`src/rtl/core/cci_sqrt_pipe.sv`:
```
// ----------------------------------------------------------------------------
// cci_sqrt_pipe
// Pipelined floor square root, one root bit per stage, with sideband.
// ----------------------------------------------------------------------------
module cci_sqrt_pipe #(
  parameter int unsigned RW = 33,
  parameter int unsigned SW = 1
) (
  input  logic            clk_i,
  input  logic            rst_ni,
  input  logic            en_i,
  input  logic            valid_i,
  input  logic [2*RW-1:0] rad_i,
  input  logic [SW-1:0]   side_i,
  output logic            valid_o,
  output logic [RW-1:0]   root_o,
  output logic [SW-1:0]   side_o
);

  logic            vld_s  [RW+1];
  logic [2*RW-1:0] rad_s  [RW+1];
  logic [RW+1:0]   rem_s  [RW+1];
  logic [RW-1:0]   root_s [RW+1];
  logic [SW-1:0]   side_s [RW+1];

  logic [RW-1:0]   vld_q, vld_d;
  logic [2*RW-1:0] rad_q  [RW], rad_d  [RW];
  logic [RW+1:0]   rem_q  [RW], rem_d  [RW];
  logic [RW-1:0]   root_q [RW], root_d [RW];
  logic [SW-1:0]   side_q [RW], side_d [RW];

  always_comb begin
    logic [RW+1:0] sh;
    logic [RW+1:0] trial;
    logic          ge;
    vld_s[0]  = valid_i;
    rad_s[0]  = rad_i;
    rem_s[0]  = '0;
    root_s[0] = '0;
    side_s[0] = side_i;
    for (int k = 0; k < RW; k++) begin
      vld_s[k+1]  = vld_q[k];
      rad_s[k+1]  = rad_q[k];
      rem_s[k+1]  = rem_q[k];
      root_s[k+1] = root_q[k];
      side_s[k+1] = side_q[k];
    end
    for (int k = 0; k < RW; k++) begin
      // bring down the next two radicand bits, try root*4+1
      sh        = {rem_s[k][RW-1:0], rad_s[k][2*RW-1 -: 2]};
      trial     = {root_s[k], 2'b01};
      ge        = (sh >= trial);
      vld_d[k]  = vld_s[k];
      rem_d[k]  = ge ? (sh - trial) : sh;
      root_d[k] = {root_s[k][RW-2:0], ge};
      rad_d[k]  = rad_s[k] << 2;
      side_d[k] = side_s[k];
    end
  end

  always_ff @(posedge clk_i or negedge rst_ni) begin
    if (!rst_ni) begin
      vld_q <= '0;
    end else if (en_i) begin
      vld_q <= vld_d;
    end
  end

  always_ff @(posedge clk_i) begin
    if (en_i) begin
      rad_q  <= rad_d;
      rem_q  <= rem_d;
      root_q <= root_d;
      side_q <= side_d;
    end
  end

  assign valid_o = vld_s[RW];
  assign root_o  = root_s[RW];
  assign side_o  = side_s[RW];

endmodule

```
`config.mk`:
```
export PLATFORM = sky130hd
export DESIGN_NAME = cci_sqrt_pipe
export DESIGN_NICKNAME = d
export VERILOG_FILES = /design/src/rtl/core/cci_sqrt_pipe.sv
export SDC_FILE = /design/constraint.sdc
export NUM_CORES = 2
export LEC_CHECK = 0
export ABC_CLOCK_PERIOD_IN_PS = 6030
export BUFFER_PORTS_ARGS = -buffer_cell sky130_fd_sc_hd__buf_2
export CAP_MARGIN = 15
export CORE_MARGIN = 1
export CORE_UTILIZATION = 60
export DETAILED_ROUTE_END_ITERATION = 10
export PLACE_DENSITY = 0.82
export SKIP_LAST_GASP = 1
export SYNTH_ARGS = -nofsm -noshare
export SYNTH_HDL_FRONTEND = slang
export SYNTH_SLANG_ARGS = --single-unit
```
`constraint.sdc`:
```
create_clock -name clk_i -period 6.03 [get_ports clk_i]
set_input_delay 0 -clock clk_i [delete_from_list [all_inputs] [get_ports clk_i]]
set_output_delay 0 -clock clk_i [all_outputs]
set_load 0.005 [all_outputs]
```
==> flow_metrics.env <==
export IMPL_cp_max_fo=33
export IMPL_critical_path_max_stage_delay_ns=0.60
export IMPL_ys_seq_area_share_pct=64.7
export IMPL_path_buf_inv=1
export IMPL_synth_edf_count=2658
export IMPL_yosysMostFrequentCell="edfxtp_1"
export IMPL_routabilityCongestion=0.980
export IMPL_grt_max_degree=183
export IMPL_clock_skew_ns=0.0622
export IMPL_rsz0062_at_grt="false"
export IMPL_worstReg2RegEnd="rem_q[189]$_DFFE_PP_"
export IMPL_grtUsageTotal_pct=25.6
export IMPL_seqPwrFrac_pct=46.7
export IMPL_grt_pass1_vias=76300
export IMPL_p_leak_nw=53.6
export IMPL_r2r_start="rem_q[210]$_DFFE_PP_"
export IMPL_ff2ff_path_depth=11
export IMPL_min_period_over_period_pct=73.8
export IMPL_synth_nets=10300
export IMPL_insertion_delay_ns=0.96
export IMPL_clkTransAtPathRegs_ns=0.06
export IMPL_antenna_found_initial=4
export IMPL_critPathSlowestCell="inv_1"
export IMPL_synth_top_area_share_pct=64.0
export IMPL_ant_nets=0
export IMPL_synth_distinct_cells=86
export IMPL_fin_crit_ns=4.45
export IMPL_worst_slew_pin_slew_ns=1.14
export IMPL_initial_core_util_pct=60.6
export IMPL_grt_pass1_wl_mm=420
export IMPL_critPathLaunchType="flop"
export IMPL_multi_input_area_um2=40600
export IMPL_crit_arrival_ns=5.11
export IMPL_required_ns=6.69
export IMPL_routed_wl_mm=270
export IMPL_clk_root_buffer_cell="clkbuf_16"
export IMPL_status="finished, final reports clean"
export IMPL_dieArea_um2=210000
export IMPL_cts_hold_buf=141
export IMPL_drtPass1Iterations=6
export IMPL_slew_viol_final=0
export IMPL_final_layout_size_suffix_gt1_share_pct=7.76
export IMPL_ys_warn_count=0
export IMPL_fp_coreArea_um2=206000
export IMPL_finalSetupViolCount=0
export IMPL_pin_count=106
export IMPL_final_nets=10700
export IMPL_fillers=14100
export IMPL_io_buffer_count=105
export IMPL_clockBufferDepth=4
export IMPL_avgSynthCellArea_um2=12.9
export IMPL_rows=166
export IMPL_yosys_area_top_type="edfxtp_1"
export IMPL_combPwrFrac_pct=21.5
export IMPL_synth_commonest_cells="edfxtp_1, inv_1, nor2_1"
export IMPL_irDropWorstVdd_mv=0.320
export IMPL_hpwl_mm=187
export IMPL_drc=0
export IMPL_syn2layout_area_growth_pct=11.7
export IMPL_cts_max_level=5
export IMPL_cts_buffers=294
export IMPL_relSlewSlack_pct=23.6
export IMPL_vias_per_cell=5.95
export IMPL_end_kind="flop"
export IMPL_cts_tree="done"
export IMPL_final_hold_violation_count=0
export IMPL_cts_sinks=2691
export IMPL_path_class="reg -> reg"
export IMPL_cts_setup_buffers=0
export IMPL_timing_reg2reg_setup_slack_ns=1.58
export IMPL_syn_cell_area_um2=125000
export IMPL_die_w_um=458
export IMPL_hp_class="in -> async"
export IMPL_async_flop_share_pct=1.23
export IMPL_cts_resized=0
export IMPL_vias=77100
export IMPL_power_density_nw_per_um2=391
export IMPL_fmax_mhz=225
export IMPL_ys_flop_type="edfxtp_1"
export IMPL_holdWs_ns=0.0918
export IMPL_clkPwrFrac_pct=31.8
export IMPL_crit_chain="ha_1 -> o21a_1 -> or4_1 -> a311o_1 -> a21oi_1 -> nand3_1 -> a211oi_1 -> or2_2 -> inv_1 -> and3_1 -> a21o_1"
export IMPL_path_delay_family="simple AND/OR/NAND/NOR gates"
export IMPL_tns_ns=0
export IMPL_drtIter0Drc=6580
export IMPL_ff_latch_area_um2=80600
export IMPL_cap_viol_max_count=0
export IMPL_synth_cells=9631
export IMPL_die_h_um=458
export IMPL_grt_remaining_overflow=0
export IMPL_p_sw_mw=15.6
export IMPL_yosys_top_cells_area="edfxtp_1, ha_1, xnor2_1"
export IMPL_p_int_mw=38.9
export IMPL_swShare_pct=28.6
export IMPL_ys_ff_latch=2691
export IMPL_post_drt_wl_per_cell_um=20.9
[worst max-delay path by stage]
| stage | startpoint | to | cells after the start |
|---|---|---|---|
| after floorplan | rem_q[885]$_DFFE_PP_ | rem_q[863]$_DFFE_PP_ | 11 |
| after global placement | rem_q[210]$_DFFE_PP_ | rem_q[189]$_DFFE_PP_ | 11 |
| after detailed placement | rem_q[210]$_DFFE_PP_ | rem_q[189]$_DFFE_PP_ | 11 |
| after CTS | rem_q[210]$_DFFE_PP_ | rem_q[189]$_DFFE_PP_ | 11 |
| after global routing | rem_q[210]$_DFFE_PP_ | rem_q[189]$_DFFE_PP_ | 11 |
| final | rem_q[210]$_DFFE_PP_ | rem_q[189]$_DFFE_PP_ | 11 |
[placed cells by master, fill, tap and decap left out, types with 44 or more instances in the layout]
cell and n:
edfxtp_1 2658, a31oi_1 60, nor3_1 216, nor2b_1 73, a21oi_1 647, or4_1 62
o21bai_1 48, inv_1 735, nand2_1 629, mux2_2 128, nor2_1 654, clkinv_1 50
clkbuf_1 45, buf_4 58, or2_2 44, o21ai_0 486, o31ai_1 66, o21a_1 102
buf_2 105, nand4_1 100, dlygate4sd3_1 140, a211oi_1 53, and3_1 59, nand3_1 167
or3_1 89, xor2_1 363, clkbuf_16 300, xnor2_1 440, nor4_1 121, ha_1 595
a21o_1 246, clkinv_2 48, nand2b_1 139
[power groups by stage]
stage	Clock [mW]	Combinational, mW	Sequential [mW]
2_1_floorplan	0	8.52	24.9
3_3_place_gp	0	11.2	25.7
3_5_place_dp	0	11.4	25.8
4_1_cts	17.7	11.6	25.4
5_1_grt	18.4	12.9	25.6
6_report	17.3	11.7	25.4
[metrics by stage]
| step | setup WS (ns) | power (mW) | area, um2 | util, % | instances |
|---|---|---|---|---|---|
| after detailed placement | 1.64 | 37.2 | 129000 | 62.5 | 12300 |
| after floorplan | 2.54 | 33.4 | 125000 | - | 9631 |
| after global placement | 1.69 | 36.9 | 129000 | 62.5 | 12300 |
| final | 1.58 | 54.5 | 139000 | 67.7 | 13000 |
| after CTS | 1.65 | 54.7 | 139000 | 67.7 | 13000 |
| after global routing | 1.33 | 56.9 | 139000 | 67.7 | 13000 |
[worst reg2reg max path, delay by kind of cell (launching register included)]
family | cells | cell delay, ns
AO/OA/AOI/OAI | 5 | 1.23
buffers and inverters | 1 | 0.60
flip-flops | 1 | 0.39
adder cells (fa/ha/maj) | 1 | 0.37
AND/OR/NAND/NOR | 4 | 1.62
[registers in the layout, indices dropped and copies added (netlist names)]
| name | cells |
|---|---|
| root_o | 33 |
| side_o | 1 |
| vld_q | 33 |
| rem_q | 1008 |
| rad_d | 992 |
| side_d | 32 |
| root_d | 528 |
| rad_q | 64 |
[per-layer routing]
layer  vias to the layer above  track usage, %  routed length [um]
met1                     37400            30.9              107000
li1                      36500               -                   -
met2                      2453            45.4              138000
met3                       683            3.28               12500
met4                         2            11.9               13100
met5                         -               0                  13
[layout make-up]
type | count | share of cell area, %
Clock buffer | 349 | 5.55
Antenna cell | 7 | 0.0126
Tap cell | 2688 | 2.42
Multi-Input combinational cell | 6019 | 29.2
Clock inverter | 150 | 1.06
Timing Repair Buffer | 316 | 1.88
Sequential cell | 2691 | 57.9
Inverter | 741 | 2.00
[logic make-up (layout without fill, tap and decap cells)]
group / Yosys count / in the layout / synth area share [%]
AOI/OAI and AO/OA: 1962 / 1962 / 9.68
xor gates and xnor gates: 803 / 803 / 5.64
adders and majority gates: 595 / 595 / 5.97
buffers and inverters: 921 / 1556 / 2.79
DFF: 2691 / 2691 / 64.7
muxes: 141 / 141 / 1.26
other: 1 / 8 / 0.00301
and+or+nand+nor: 2517 / 2517 / 9.97
Power figures use the tool's default switching activity.
